## src/tiq_pkg.sv

```systemverilog
package tiq_pkg;

  // Fixed field widths of the request and result words
  localparam int IN_W     = 16;
  localparam int OUT_W    = 48;
  localparam int STATUS_W = 2;

  // Widths inside the x^4 pipeline
  localparam int XQ_W = 24;  // |x| in Q.16
  localparam int SQ_W = 31;  // x^2 in Q.16
  localparam int Q4_W = 41;  // x^4 in Q.12

  localparam logic [OUT_W-1:0] POS_MAX = {1'b0, {(OUT_W-1){1'b1}}};
  localparam logic [OUT_W-1:0] NEG_MIN = {1'b1, {(OUT_W-1){1'b0}}};

  typedef enum logic [STATUS_W-1:0] {
    STAT_OK   = 2'd0,
    STAT_ZERO = 2'd1,
    STAT_SAT  = 2'd2
  } status_t;

  typedef enum logic [3:0] {
    OP_NONE,
    OP_LOAD,
    OP_DIV,
    OP_ISSUE_A,
    OP_ISSUE_B,
    OP_ISSUE_X,
    OP_DRAIN,
    OP_MUL,
    OP_FINISH
  } dp_op_t;

  typedef enum logic [2:0] {
    ST_IDLE,
    ST_DIV,
    ST_ISSUE_A,
    ST_ISSUE_B,
    ST_ISSUE_X,
    ST_DRAIN,
    ST_MUL,
    ST_FINISH
  } ctrl_state_t;

  typedef struct packed {
    dp_op_t op;
  } dp_cmd_t;

  typedef struct packed {
    logic zero_count;
    logic cnt_zero;
    logic cnt_one;
    logic pipe_empty;
  } dp_status_t;

endpackage

```

## src/tiq_if.sv

```systemverilog
interface tiq_in_if;
  logic                               valid;
  logic                               ready;
  logic signed [tiq_pkg::IN_W-1:0]    left_end;
  logic signed [tiq_pkg::IN_W-1:0]    right_end;
  logic        [tiq_pkg::IN_W-1:0]    trapezoids;

  modport source (output valid, left_end, right_end, trapezoids, input ready);
  modport sink   (input valid, left_end, right_end, trapezoids, output ready);
endinterface

interface tiq_out_if;
  logic                               valid;
  logic                               ready;
  logic signed [tiq_pkg::OUT_W-1:0]   integral;
  logic        [tiq_pkg::STATUS_W-1:0] status;

  modport source (output valid, integral, status, input ready);
  modport sink   (input valid, integral, status, output ready);
endinterface

```

## src/tiq_datapath.sv

```systemverilog
module tiq_datapath #(
  parameter int COUNT_BITS         = 16,
  parameter int STEP_FRACTION_BITS = 24
) (
  input  logic                               clk,
  input  logic                               rst_n,
  input  tiq_pkg::dp_cmd_t                   cmd,
  output tiq_pkg::dp_status_t                st,
  input  logic signed [tiq_pkg::IN_W-1:0]    left_end,
  input  logic signed [tiq_pkg::IN_W-1:0]    right_end,
  input  logic        [tiq_pkg::IN_W-1:0]    trapezoids,
  output logic signed [tiq_pkg::OUT_W-1:0]   integral,
  output logic        [tiq_pkg::STATUS_W-1:0] status
);

  localparam int IW   = tiq_pkg::IN_W;
  localparam int OW   = tiq_pkg::OUT_W;
  localparam int NW   = (COUNT_BITS < IW) ? COUNT_BITS : IW;
  localparam int F    = STEP_FRACTION_BITS;
  localparam int HW   = F + 8;          // |h| and quotient
  localparam int XW   = F + 9;          // signed sample point
  localparam int TW   = NW + 43;        // weighted sum of x^4
  localparam int PW   = TW + HW;        // full product
  localparam int RW   = PW - F;         // rounded product
  localparam int LHW  = $clog2(HW);
  localparam int CNTW = (NW > LHW) ? NW : LHW;
  localparam int XQW  = tiq_pkg::XQ_W;
  localparam int SQW  = tiq_pkg::SQ_W;
  localparam int Q4W  = tiq_pkg::Q4_W;

  logic signed [IW-1:0] a_r, b_r;
  logic [NW-1:0]        n_r;
  logic                 zero_r, neg_r;
  logic [HW-1:0]        dq_r;
  logic [NW-1:0]        rem_r;
  logic [CNTW-1:0]      cnt_r;
  logic signed [XW-1:0] x_r;
  logic [TW-1:0]        acc_r;
  logic [PW-1:0]        prod_r;
  logic [OW-1:0]        integral_r;
  logic [tiq_pkg::STATUS_W-1:0] status_r;

  // x^4 pipeline
  logic                 v1_r, v2_r, v3_r;
  logic                 dbl1_r, dbl2_r, dbl3_r;
  logic [XQW-1:0]       xq_r;
  logic [SQW-1:0]       sq_r;
  logic [Q4W-1:0]       q4_r;

  // request decode
  logic signed [IW:0]   diff;
  logic [IW:0]          diff_mag;
  logic [HW-1:0]        dividend;

  assign diff     = {right_end[IW-1], right_end} - {left_end[IW-1], left_end};
  assign diff_mag = diff[IW] ? ((IW+1)'(0) - diff) : diff;
  assign dividend = HW'(diff_mag[IW-1:0]) << (F - 8);

  // one restoring divide step
  logic [NW:0] rem_sh;
  logic [NW:0] rem_sub;
  logic        q_bit;

  assign rem_sh  = {rem_r, dq_r[HW-1]};
  assign rem_sub = rem_sh - {1'b0, n_r};
  assign q_bit   = (rem_sh >= {1'b0, n_r});

  // sample points
  logic signed [XW-1:0] h_s, a_f, b_f, samp;
  logic [XW-1:0]        samp_neg;
  logic [HW-1:0]        mag;
  logic                 issue, dbl;

  assign h_s = neg_r ? (XW'(0) - {1'b0, dq_r}) : {1'b0, dq_r};
  assign a_f = {{(XW-IW){a_r[IW-1]}}, a_r} <<< (F - 8);
  assign b_f = {{(XW-IW){b_r[IW-1]}}, b_r} <<< (F - 8);

  always_comb begin
    samp  = x_r;
    issue = 1'b0;
    dbl   = 1'b0;
    case (cmd.op)
      tiq_pkg::OP_ISSUE_A: begin
        samp  = a_f;
        issue = 1'b1;
      end
      tiq_pkg::OP_ISSUE_B: begin
        samp  = b_f;
        issue = 1'b1;
      end
      tiq_pkg::OP_ISSUE_X: begin
        samp  = x_r;
        issue = 1'b1;
        dbl   = 1'b1;
      end
      default: begin
        samp  = x_r;
        issue = 1'b0;
      end
    endcase
  end

  assign samp_neg = XW'(0) - samp;
  assign mag      = samp[XW-1] ? samp_neg[HW-1:0] : samp[HW-1:0];

  // scale |x| to 16 fraction bits, rounding when F exceeds 16
  logic [XQW-1:0] xq_c;
  generate
    if (F > 16) begin : g_round_down
      logic [HW:0] xq_sum;
      logic [HW:0] xq_shr;
      assign xq_sum = {1'b0, mag} + ((HW+1)'(1) << (F - 17));
      assign xq_shr = xq_sum >> (F - 16);
      assign xq_c   = xq_shr[XQW-1:0];
    end else begin : g_scale_up
      assign xq_c = XQW'(mag) << (16 - F);
    end
  endgenerate

  logic [2*XQW-1:0] xsq;
  logic [2*XQW-1:0] xsq_rnd;
  logic [2*SQW-1:0] sq4;
  logic [2*SQW-1:0] sq4_rnd;

  assign xsq     = xq_r * xq_r;
  assign xsq_rnd = (xsq + ((2*XQW)'(1) << 15)) >> 16;
  assign sq4     = sq_r * sq_r;
  assign sq4_rnd = (sq4 + ((2*SQW)'(1) << 19)) >> 20;

  // rounding and clamp of the final product
  logic [PW:0]   rsum;
  logic [RW-1:0] rmag;
  logic [OW-1:0] res_val;
  logic [tiq_pkg::STATUS_W-1:0] res_stat;

  assign rsum = {1'b0, prod_r} + ((PW+1)'(1) << F);
  assign rmag = rsum[PW:F+1];

  always_comb begin
    if (zero_r) begin
      res_val  = '0;
      res_stat = tiq_pkg::STAT_ZERO;
    end else if (neg_r) begin
      if (rmag > RW'(tiq_pkg::NEG_MIN)) begin
        res_val  = tiq_pkg::NEG_MIN;
        res_stat = tiq_pkg::STAT_SAT;
      end else begin
        res_val  = OW'(0) - rmag[OW-1:0];
        res_stat = tiq_pkg::STAT_OK;
      end
    end else begin
      if (rmag > RW'(tiq_pkg::POS_MAX)) begin
        res_val  = tiq_pkg::POS_MAX;
        res_stat = tiq_pkg::STAT_SAT;
      end else begin
        res_val  = rmag[OW-1:0];
        res_stat = tiq_pkg::STAT_OK;
      end
    end
  end

  // pipeline valids
  always_ff @(posedge clk) begin
    if (!rst_n) begin
      v1_r <= 1'b0;
      v2_r <= 1'b0;
      v3_r <= 1'b0;
    end else begin
      v1_r <= issue;
      v2_r <= v1_r;
      v3_r <= v2_r;
    end
  end

  always_ff @(posedge clk) begin
    dbl1_r <= dbl;
    dbl2_r <= dbl1_r;
    dbl3_r <= dbl2_r;
    xq_r   <= xq_c;
    sq_r   <= xsq_rnd[SQW-1:0];
    q4_r   <= sq4_rnd[Q4W-1:0];
  end

  // accumulate x^4; interior points count twice
  always_ff @(posedge clk) begin
    if (cmd.op == tiq_pkg::OP_LOAD) begin
      acc_r <= '0;
    end else if (v3_r) begin
      acc_r <= acc_r + (dbl3_r ? (TW'(q4_r) << 1) : TW'(q4_r));
    end
  end

  always_ff @(posedge clk) begin
    unique case (cmd.op)
      tiq_pkg::OP_LOAD: begin
        a_r    <= left_end;
        b_r    <= right_end;
        n_r    <= trapezoids[NW-1:0];
        zero_r <= (trapezoids[NW-1:0] == '0);
        neg_r  <= diff[IW];
        dq_r   <= dividend;
        rem_r  <= '0;
        cnt_r  <= CNTW'(HW - 1);
      end
      tiq_pkg::OP_DIV: begin
        rem_r <= q_bit ? rem_sub[NW-1:0] : rem_sh[NW-1:0];
        dq_r  <= {dq_r[HW-2:0], q_bit};
        cnt_r <= cnt_r - 1'b1;
      end
      tiq_pkg::OP_ISSUE_A: begin
        x_r   <= a_f + h_s;
        cnt_r <= CNTW'(n_r) - 1'b1;
      end
      tiq_pkg::OP_ISSUE_X: begin
        x_r   <= x_r + h_s;
        cnt_r <= cnt_r - 1'b1;
      end
      tiq_pkg::OP_DRAIN: begin
        prod_r <= '0;
        cnt_r  <= CNTW'(HW - 1);
      end
      tiq_pkg::OP_MUL: begin
        prod_r <= (prod_r << 1) + (dq_r[HW-1] ? PW'(acc_r) : PW'(0));
        dq_r   <= dq_r << 1;
        cnt_r  <= cnt_r - 1'b1;
      end
      tiq_pkg::OP_FINISH: begin
        integral_r <= res_val;
        status_r   <= res_stat;
      end
      default: begin
      end
    endcase
  end

  assign st.zero_count = zero_r;
  assign st.cnt_zero   = (cnt_r == '0);
  assign st.cnt_one    = (cnt_r == CNTW'(1));
  assign st.pipe_empty = !(v1_r || v2_r || v3_r);

  assign integral = integral_r;
  assign status   = status_r;

endmodule

```

## src/tiq_ctrl.sv

```systemverilog
module tiq_ctrl (
  input  logic                clk,
  input  logic                rst_n,
  input  logic                in_valid,
  output logic                in_ready,
  output logic                out_valid,
  input  logic                out_ready,
  output tiq_pkg::dp_cmd_t    cmd,
  input  tiq_pkg::dp_status_t st
);

  tiq_pkg::ctrl_state_t state_r, state_nxt;
  logic                 out_valid_r, out_valid_nxt;

  always_ff @(posedge clk) begin
    if (!rst_n) begin
      state_r     <= tiq_pkg::ST_IDLE;
      out_valid_r <= 1'b0;
    end else begin
      state_r     <= state_nxt;
      out_valid_r <= out_valid_nxt;
    end
  end

  always_comb begin
    state_nxt     = state_r;
    cmd.op        = tiq_pkg::OP_NONE;
    out_valid_nxt = out_valid_r && !out_ready;
    unique case (state_r)
      tiq_pkg::ST_IDLE: begin
        if (in_valid) begin
          cmd.op    = tiq_pkg::OP_LOAD;
          state_nxt = tiq_pkg::ST_DIV;
        end
      end
      tiq_pkg::ST_DIV: begin
        if (st.zero_count) begin
          state_nxt = tiq_pkg::ST_FINISH;
        end else begin
          cmd.op = tiq_pkg::OP_DIV;
          if (st.cnt_zero) state_nxt = tiq_pkg::ST_ISSUE_A;
        end
      end
      tiq_pkg::ST_ISSUE_A: begin
        cmd.op    = tiq_pkg::OP_ISSUE_A;
        state_nxt = tiq_pkg::ST_ISSUE_B;
      end
      tiq_pkg::ST_ISSUE_B: begin
        cmd.op    = tiq_pkg::OP_ISSUE_B;
        state_nxt = st.cnt_zero ? tiq_pkg::ST_DRAIN : tiq_pkg::ST_ISSUE_X;
      end
      tiq_pkg::ST_ISSUE_X: begin
        cmd.op = tiq_pkg::OP_ISSUE_X;
        if (st.cnt_one) state_nxt = tiq_pkg::ST_DRAIN;
      end
      tiq_pkg::ST_DRAIN: begin
        cmd.op = tiq_pkg::OP_DRAIN;
        if (st.pipe_empty) state_nxt = tiq_pkg::ST_MUL;
      end
      tiq_pkg::ST_MUL: begin
        cmd.op = tiq_pkg::OP_MUL;
        if (st.cnt_zero) state_nxt = tiq_pkg::ST_FINISH;
      end
      tiq_pkg::ST_FINISH: begin
        if (!out_valid_r) begin
          cmd.op        = tiq_pkg::OP_FINISH;
          out_valid_nxt = 1'b1;
          state_nxt     = tiq_pkg::ST_IDLE;
        end
      end
      default: begin
        state_nxt = tiq_pkg::ST_IDLE;
      end
    endcase
  end

  assign in_ready  = (state_r == tiq_pkg::ST_IDLE);
  assign out_valid = out_valid_r;

`ifndef SYNTH
  a_accept_div: assert property (@(posedge clk) disable iff (!rst_n)
    (in_valid && in_ready) |=> (state_r == tiq_pkg::ST_DIV))
    else $error("accepted word did not start the divide");

  a_mul_empty: assert property (@(posedge clk) disable iff (!rst_n)
    (state_r == tiq_pkg::ST_MUL) |-> st.pipe_empty)
    else $error("product started with samples still in flight");

  a_issue_cnt: assert property (@(posedge clk) disable iff (!rst_n)
    (state_r == tiq_pkg::ST_ISSUE_X) |-> !st.cnt_zero)
    else $error("interior point counter wrapped");

  a_finish_out: assert property (@(posedge clk) disable iff (!rst_n)
    (state_r == tiq_pkg::ST_FINISH && !out_valid_r) |=>
      (out_valid_r && state_r == tiq_pkg::ST_IDLE))
    else $error("finished result not presented");
`endif

endmodule

```

## src/trapezoid_integrate_quartic.sv

```systemverilog
// A zero trapezoid count skips the divide, the sample points and the product and
// goes straight to the result with status STAT_ZERO.
// Throughput: one word at a time; the x^4 pipeline takes one sample point a cycle, so
// the interior loop sets the rate, plus a bit-serial divide and multiply over the
// STEP_FRACTION_BITS+8 bits of h. The next word is taken while a result waits.
// Reset: synchronous, active low; clears the sequencer and the valid flags.
module trapezoid_integrate_quartic #(
  parameter int COUNT_BITS         = 16,
  parameter int STEP_FRACTION_BITS = 24
) (
  input  logic      clk,
  input  logic      rst_n,
  tiq_in_if.sink    in_ch,
  tiq_out_if.source out_ch
);

  tiq_pkg::dp_cmd_t    cmd;
  tiq_pkg::dp_status_t st;

  // Sequencer: load the word, divide out h one quotient bit a cycle, issue
  // both endpoints and then every interior point into the x^4 pipeline,
  // drain the pipeline, multiply the weighted sum by |h| one bit a cycle,
  // then round, clamp and hand the word to the output register.
  tiq_ctrl u_ctrl (
    .clk       (clk),
    .rst_n     (rst_n),
    .in_valid  (in_ch.valid),
    .in_ready  (in_ch.ready),
    .out_valid (out_ch.valid),
    .out_ready (out_ch.ready),
    .cmd       (cmd),
    .st        (st)
  );

  // Datapath: operand registers, restoring divider, sample-point stepper,
  // three-stage x^4 pipeline, accumulator, serial multiplier and the
  // output payload register.
  tiq_datapath #(
    .COUNT_BITS         (COUNT_BITS),
    .STEP_FRACTION_BITS (STEP_FRACTION_BITS)
  ) u_datapath (
    .clk        (clk),
    .rst_n      (rst_n),
    .cmd        (cmd),
    .st         (st),
    .left_end   (in_ch.left_end),
    .right_end  (in_ch.right_end),
    .trapezoids (in_ch.trapezoids),
    .integral   (out_ch.integral),
    .status     (out_ch.status)
  );

endmodule
```

## src/flat_wrapper.sv

```systemverilog
// flat-port wrapper written by rule: the top's interface ports become plain ports
module trapezoid_integrate_quartic_flat 
#(
  parameter int COUNT_BITS         = 16,
  parameter int STEP_FRACTION_BITS = 24
)
  (clk, rst_n, in_ch_valid, in_ch_left_end, in_ch_right_end, in_ch_trapezoids, in_ch_ready, out_ch_valid, out_ch_integral, out_ch_status, out_ch_ready);
  tiq_in_if in_ch_i ();
  tiq_out_if out_ch_i ();
  input  logic clk;
  input  logic rst_n;
  input wire logic [$bits(in_ch_i.valid)-1:0] in_ch_valid;
  input wire logic [$bits(in_ch_i.left_end)-1:0] in_ch_left_end;
  input wire logic [$bits(in_ch_i.right_end)-1:0] in_ch_right_end;
  input wire logic [$bits(in_ch_i.trapezoids)-1:0] in_ch_trapezoids;
  output wire logic [$bits(in_ch_i.ready)-1:0] in_ch_ready;
  output wire logic [$bits(out_ch_i.valid)-1:0] out_ch_valid;
  output wire logic [$bits(out_ch_i.integral)-1:0] out_ch_integral;
  output wire logic [$bits(out_ch_i.status)-1:0] out_ch_status;
  input wire logic [$bits(out_ch_i.ready)-1:0] out_ch_ready;
  assign in_ch_i.valid = in_ch_valid;
  assign in_ch_i.left_end = in_ch_left_end;
  assign in_ch_i.right_end = in_ch_right_end;
  assign in_ch_i.trapezoids = in_ch_trapezoids;
  assign in_ch_ready = in_ch_i.ready;
  assign out_ch_valid = out_ch_i.valid;
  assign out_ch_integral = out_ch_i.integral;
  assign out_ch_status = out_ch_i.status;
  assign out_ch_i.ready = out_ch_ready;
  trapezoid_integrate_quartic #(.COUNT_BITS(COUNT_BITS), .STEP_FRACTION_BITS(STEP_FRACTION_BITS)) u_core (.clk(clk), .rst_n(rst_n), .in_ch(in_ch_i), .out_ch(out_ch_i));
endmodule
```

## config.mk

```make
export PLATFORM = sky130hd
export DESIGN_NAME = trapezoid_integrate_quartic_flat
export DESIGN_NICKNAME = d
export VERILOG_FILES = /design/src/tiq_pkg.sv /design/src/tiq_if.sv /design/src/tiq_datapath.sv /design/src/tiq_ctrl.sv /design/src/trapezoid_integrate_quartic.sv /design/src/flat_wrapper.sv
export SDC_FILE = /design/constraint.sdc
export NUM_CORES = 2
export LEC_CHECK = 0
export BUFFER_PORTS_ARGS = -buffer_cell sky130_fd_sc_hd__buf_2
export CAP_MARGIN = 20
export CORE_UTILIZATION = 45
export DETAILED_ROUTE_END_ITERATION = 12
export HOLD_SLACK_MARGIN = 0.03
export PLACE_DENSITY = 0.57
export SKIP_CTS_REPAIR_TIMING = 1
export SYNTH_ARGS = -nofsm -noshare
export SYNTH_HDL_FRONTEND = slang
export SYNTH_SLANG_ARGS = --single-unit
```

## constraint.sdc

```tcl
create_clock -name clk -period 9.3 [get_ports clk]
set_input_delay 0.465 -clock clk [delete_from_list [all_inputs] [get_ports clk]]
set_output_delay 0.465 -clock clk [all_outputs]
set_load 0.005 [all_outputs]
```

== After elaboration in Yosys (flattened, before gate mapping) ==
Index checks and enable logic that the tools add are counted.
W data, S select, Z words.

* Register bits: 453
* Latch bits: 0
* Bits in writable memories: 0
* ROM bits: 0
* Input port bits: 52
* Memories kept: 0

* $add $sub $neg: 16
* $mul: 2
* Div/mod/pow operators: 0
* $lt $le $gt $ge: 3
* Equal/unequal tests: 22
* Shifts and indexed selects: 0
* Multiplexer cells: 35
* Bitwise operators: 0
* Reduce and logical (&&, ||, !) cells: 16

{| class="wikitable"
|+ Operators with widths
! cell !! number
|-
| $pmux W91 S2 || 1
|-
| $mux W48 || 3
|-
| $pmux W33 S2 || 2
|-
| $pmux W32 S3 || 1
|-
| $add A91 B25 Y92 const B || 1
|-
| $add A91 B59 Y91 || 1
|-
| $gt A67 B47 Y1 const B || 1
|-
| $gt A67 B48 Y1 const B || 1
|-
| $add A61 B20 Y61 const B || 1
|-
| $mul A31 B31 Y61 || 1
|-
| $add A59 B42 Y59 || 1
|-
| $mux W59 || 1
|-
| $pmux W16 S3 || 1
|-
| $sub A1 B48 Y48 const A || 1
|-
| $add A47 B16 Y47 const B || 1
|-
| $mul A24 B24 Y47 || 1
|-
| $mux W42 || 1
|-
| $add A32 B33 Y33 || 1
|-
| $add A33 B33 Y33 || 1
|-
| $mux W33 || 1
|-
| $sub A1 B32 Y33 const A || 1
|-
| $add A32 B8 Y32 const B || 1
|-
| $logic_not A16 Y1 || 2
|-
| $mux W16 || 2
|-
| 34 further kinds || 65
|}

== Logic depth before layout (Yosys ltp) ==
* Depth in word-level cells: 7
* Gate-level depth with buffers: 32

== Modules after synthesis ==
Synthesis repeated with hierarchy kept, for this count alone.

* Cells, all modules: 8002
* Area, all modules: 74360.1 um2

{| class="wikitable"
|+ By module, submodules not included
! module !! instances !! cells an instance !! area an instance (um2) !! sequential area each (um2)
|-
| tiq_datapath || 1 || 7953 || 74011.0 || 11871.4
|-
| tiq_ctrl || 1 || 49 || 349.1 || 80.1
|}

== Worst setup path before layout ==
OpenSTA, ideal clock, no wires.

* Path kind: reg2reg
* Start point: register u_core.u_datapath.sq_r[5]
* End point: register u_core.u_datapath.q4_r[40]
* Arrival time: 7.731 ns
* Slack: 1.497 ns
* Cell stages (with the launch flop): 31
* Clock period less this slack: 7.803 ns
* Path through: dfxtp_1 clkbuf_1 clkbuf_1 nand2_1 fa_1 inv_1 fa_1 fa_1 inv_1 fa_1 inv_1 fa_1 inv_1 fa_1 inv_1 fa_1 inv_1 fa_1 inv_1 ha_1 a21oi_1 o221ai_1 a2111oi_0 a21oi_1 o2111a_1 o211ai_1 a311oi_1 o31ai_1 o21bai_1 a21oi_1 xnor2_1

* Word-level cells in the longest chain between the ends: 2

{| class="wikitable"
|+ RTL lines
! item !! RTL line !! RTL
|-
| from (decl) || tiq_datapath.sv:47 || <nowiki>logic [SQW-1:0] sq_r;</nowiki>
|-
| from (signal assigned) || tiq_datapath.sv:180 || <nowiki>sq_r <= xsq_rnd[SQW-1:0];</nowiki>
|-
| $mul A31 B31 Y61 || tiq_datapath.sv:127 || <nowiki>assign sq4 = sq_r * sq_r;</nowiki>
|-
| $add A61 B20 Y61 || tiq_datapath.sv:128 || <nowiki>assign sq4_rnd = (sq4 + ((2*SQW)'(1) << 19)) >> 20;</nowiki>
|-
| via u_core.u_datapath.sq4_rnd[40] || tiq_datapath.sv:123 || <nowiki>logic [2*SQW-1:0] sq4_rnd;</nowiki>
|-
| to (signal assigned) || tiq_datapath.sv:181 || <nowiki>q4_r <= sq4_rnd[Q4W-1:0];</nowiki>
|-
| to (decl) || tiq_datapath.sv:48 || <nowiki>logic [Q4W-1:0] q4_r;</nowiki>
|}

The timed path passes the listed nets, and every way through them passes these cells.
A chain may end at the register's enable or synchronous reset.

== Worst setup path after layout ==
* Start point: register u_core.u_datapath.sq_r[6]
* End point: register u_core.u_datapath.q4_r[40]

Same word-level chain as after synthesis.

==> metrics <==
number of max-cap violations 0; reg2reg start u_core.u_datapath.sq_r[6]; CP Launch Type register; H-tree levels 2; Cell variety after synth 93; area grow syn2layout 7.25%; row cnt 149; Final #Nets 10200; Top FF cell, synth edfxtp_1; Congestion Overflow GR 0; clk slew on worst S/H paths 0.06 ns; slew margin rel. 0.235; Starting Density 0.455; Hold Path Stages 2; final hold violation count 0; WP data arrival roughly 9.4 ns; outcome completed; Core Region around 170000 µm²; reg2reg path depth 28; CP max stage delay between 0.5 and 0.6 ns; Hold Startpoint rst_n; Most Crowded Layer GR met2; Ports approximately 100; TNS Setup 0 ns; Post-Route WL 194000 µm; WL/cell 18.5 µm; Die Ht roughly 410 µm; Crit. End Element register; IO Port Bufs slightly above 100; syn avg cell area ~9 µm²; CTS tree done; global-route met1 utilization 0.307; synth warn 0; post-synthesis cell area around 75000 µm²; Skew-Pair Late Insertion Delay 0.67 ns; fin. max-slew vios 0; vias in the first global route 58800; HPWL after DPL between 150000 and 200000 µm; drt via density 5.33; met3 Usage GRT 0.0213; CTS root buffer clkbuf_16; Clock Skew between 0.03 and 0.04 ns; Post-Synthesis Cells between 8000 and 9000; initial drt markers 3175; worst slew pin tran about 1.1 ns; asr flop ratio synth 0; Crit-path slowest cell fa_1; Residual DRC 0; WP data required roughly 9.9 ns; die area roughly 170000 µm²; die width 411 µm; Setup-failing EPs final 0; critical path's most frequent cell fa_1; via count 55900; Yosys reg bits between 400 and 500; post-route ant nets 0; initial antenna violation count 5; met2 Usage GRT 0.415; DRT Pass-1 Iters 6; period utilisation layout 0.953; syn nets ~10000; fraction of layout cells with a size suffix above 1 0.0520; min-delay worst type in -> reg; fmax approximately 110 MHz; Worst Path Max Fanout 21; Post-synth EDFFs between 200 and 300; RSZ-0062 raised after global routing false; Crit Path Class reg -> reg; Seq/Total Area, Yosys 0.158; Num CTS Buffers 57; Hold EP u_core.u_datapath.v2_r; Max Buffers Root-to-Sink 3; gr usage total 0.233; largest net degree at the start of global routing 72; R2R setup slack between 0.4 and 0.5 ns; Final min period approximately 8.9 ns; CTS sink cnt approximately 450; first-pass GRT wire length around 320000 µm; reg-to-reg endpoint u_core.u_datapath.q4_r[40]; Placer Congestion 0.882
cell families (layout without fill, tap and decap cells):
kind of cell,Yosys count,after routing,share of synthesized area
multiplexers,92,92,0.0129
AO/OA/AOI/OAI,1083,1083,0.0936
flip-flops,453,453,0.158
buffers and inverters,2027,2094,0.101
adder cells (fa/ha/maj),1872,1872,0.430
other,0,3,0
XOR/XNOR,444,444,0.0515
AND/OR/NAND/NOR,2269,2269,0.152
worst max path at each step:
stage                                   start                          to  slack, ns  cells after the start
global route        u_core.u_datapath.sq_r[6]  u_core.u_datapath.q4_r[40]       0.05                     28
global placement    u_core.u_datapath.sq_r[5]  u_core.u_datapath.q4_r[40]       0.40                     28
finish              u_core.u_datapath.sq_r[6]  u_core.u_datapath.q4_r[40]       0.44                     28
detailed placement  u_core.u_datapath.sq_r[6]  u_core.u_datapath.q4_r[40]       0.29                     27
floorplan           u_core.u_datapath.sq_r[5]  u_core.u_datapath.q4_r[40]       1.50                     30
CTS                 u_core.u_datapath.sq_r[6]  u_core.u_datapath.q4_r[40]       0.25                     27
per-layer routing:
layer,vias to the layer above,share of wire
li1,26500,-
met1,28000,0.43
met2,1198,0.51
met3,248,0.043
met4,2,0.021
met5,-,0.000088
layout by cell type, fill, tap and decap left out, drive strengths merged, types with 36 or more instances in the layout:
| cell | Yosys | final |
|---|---|---|
| inv | 1717 | 1722 |
| mux2 | 44 | 44 |
| nand3 | 173 | 173 |
| fa | 1202 | 1202 |
| xor2 | 156 | 156 |
| and3 | 63 | 63 |
| dfxtp | 165 | 165 |
| a21oi | 270 | 270 |
| nor2 | 400 | 400 |
| o21bai | 41 | 41 |
| mux2i | 48 | 48 |
| o21ai | 235 | 235 |
| ha | 670 | 670 |
| or3 | 57 | 57 |
| and2 | 444 | 444 |
| buf | 34 | 221 |
| nor3 | 135 | 135 |
| nor4 | 57 | 57 |
| nand2b | 40 | 40 |
| nor2b | 47 | 47 |
| clkbuf | 271 | 61 |
| o21a | 56 | 56 |
| xnor2 | 288 | 288 |
| o31ai | 36 | 36 |
| nand4 | 82 | 82 |
| a211oi | 51 | 51 |
| dlygate4sd3 | 0 | 47 |
| a31oi | 36 | 36 |
| edfxtp | 288 | 288 |
| nand2 | 649 | 649 |
| a21o | 140 | 140 |
cells in the mapped netlist, types with 81 or more instances:
cell type  number  area [µm²]
a21o_1        140        1050
nand2_1       648        2430
dfxtp_1       165        3300
clkbuf_1      271        1020
nand4_1        81         507
xnor2_1       288        2520
edfxtp_1      288        8650
fa_1         1202       24100
nand3_1       173         866
a21oi_1       270        1350
and2_1        441        2760
ha_1          670        8380
xor2_1        156        1370
nor3_1        133         666
nor2_1        398        1490
inv_1        1715        6440
o21ai_0       233        1170
layout make-up:
cell class / count / area [µm²]
clock buffers: 61 / 1440
diodes: 3 / 7.51
repair buffers: 268 / 1890
multi-input cells: 5760 / 55900
inverters: 1722 / 6470
well taps: 2189 / 2740
fillers: 15700 / 84800
clock inverters: 43 / 519
flip-flops and latches: 453 / 12000
stage by stage:
stage          hold slack, ns  cells   util  setup slack (ns)  instance area (µm²)
2_1_floorplan           0.310   8240      -              1.50                75400
3_3_place_gp            0.317  10300  0.473             0.404                78400
3_5_place_dp            0.319  10300  0.473             0.287                78400
4_1_cts               -0.0382  10400  0.485             0.254                80400
5_1_grt                0.0346  10500  0.488            0.0478                80900
6_report               0.0405  10500  0.488             0.440                80900
worst max-delay path: cells and delay by family, from the launching register on:
family / cells / cell delay, ns
compound gates: 9 / 2.56
buf+inv: 7 / 0.94
xor+xnor: 1 / 0.12
simple gates: 2 / 0.35
flops: 1 / 0.42
fa+ha+maj: 9 / 4.32
sequential cells by signal, summed over array words and instances (netlist names), 2 cells and up:
register / flops
u_core.u_ctrl.state_r: 3
u_core.u_datapath.a_r: 16
u_core.u_datapath.acc_r: 59
u_core.u_datapath.b_r: 16
u_core.u_datapath.cnt_r: 16
u_core.u_datapath.dq_r: 32
u_core.u_datapath.integral: 48
u_core.u_datapath.n_r: 16
u_core.u_datapath.prod_r: 91
u_core.u_datapath.q4_r: 41
u_core.u_datapath.rem_r: 16
u_core.u_datapath.sq_r: 31
u_core.u_datapath.status: 2
u_core.u_datapath.x_r: 33
u_core.u_datapath.xq_r: 24
Power is not shown: default switching activity piles up to over one toggle a cycle in this logic, so the estimate is an artifact.
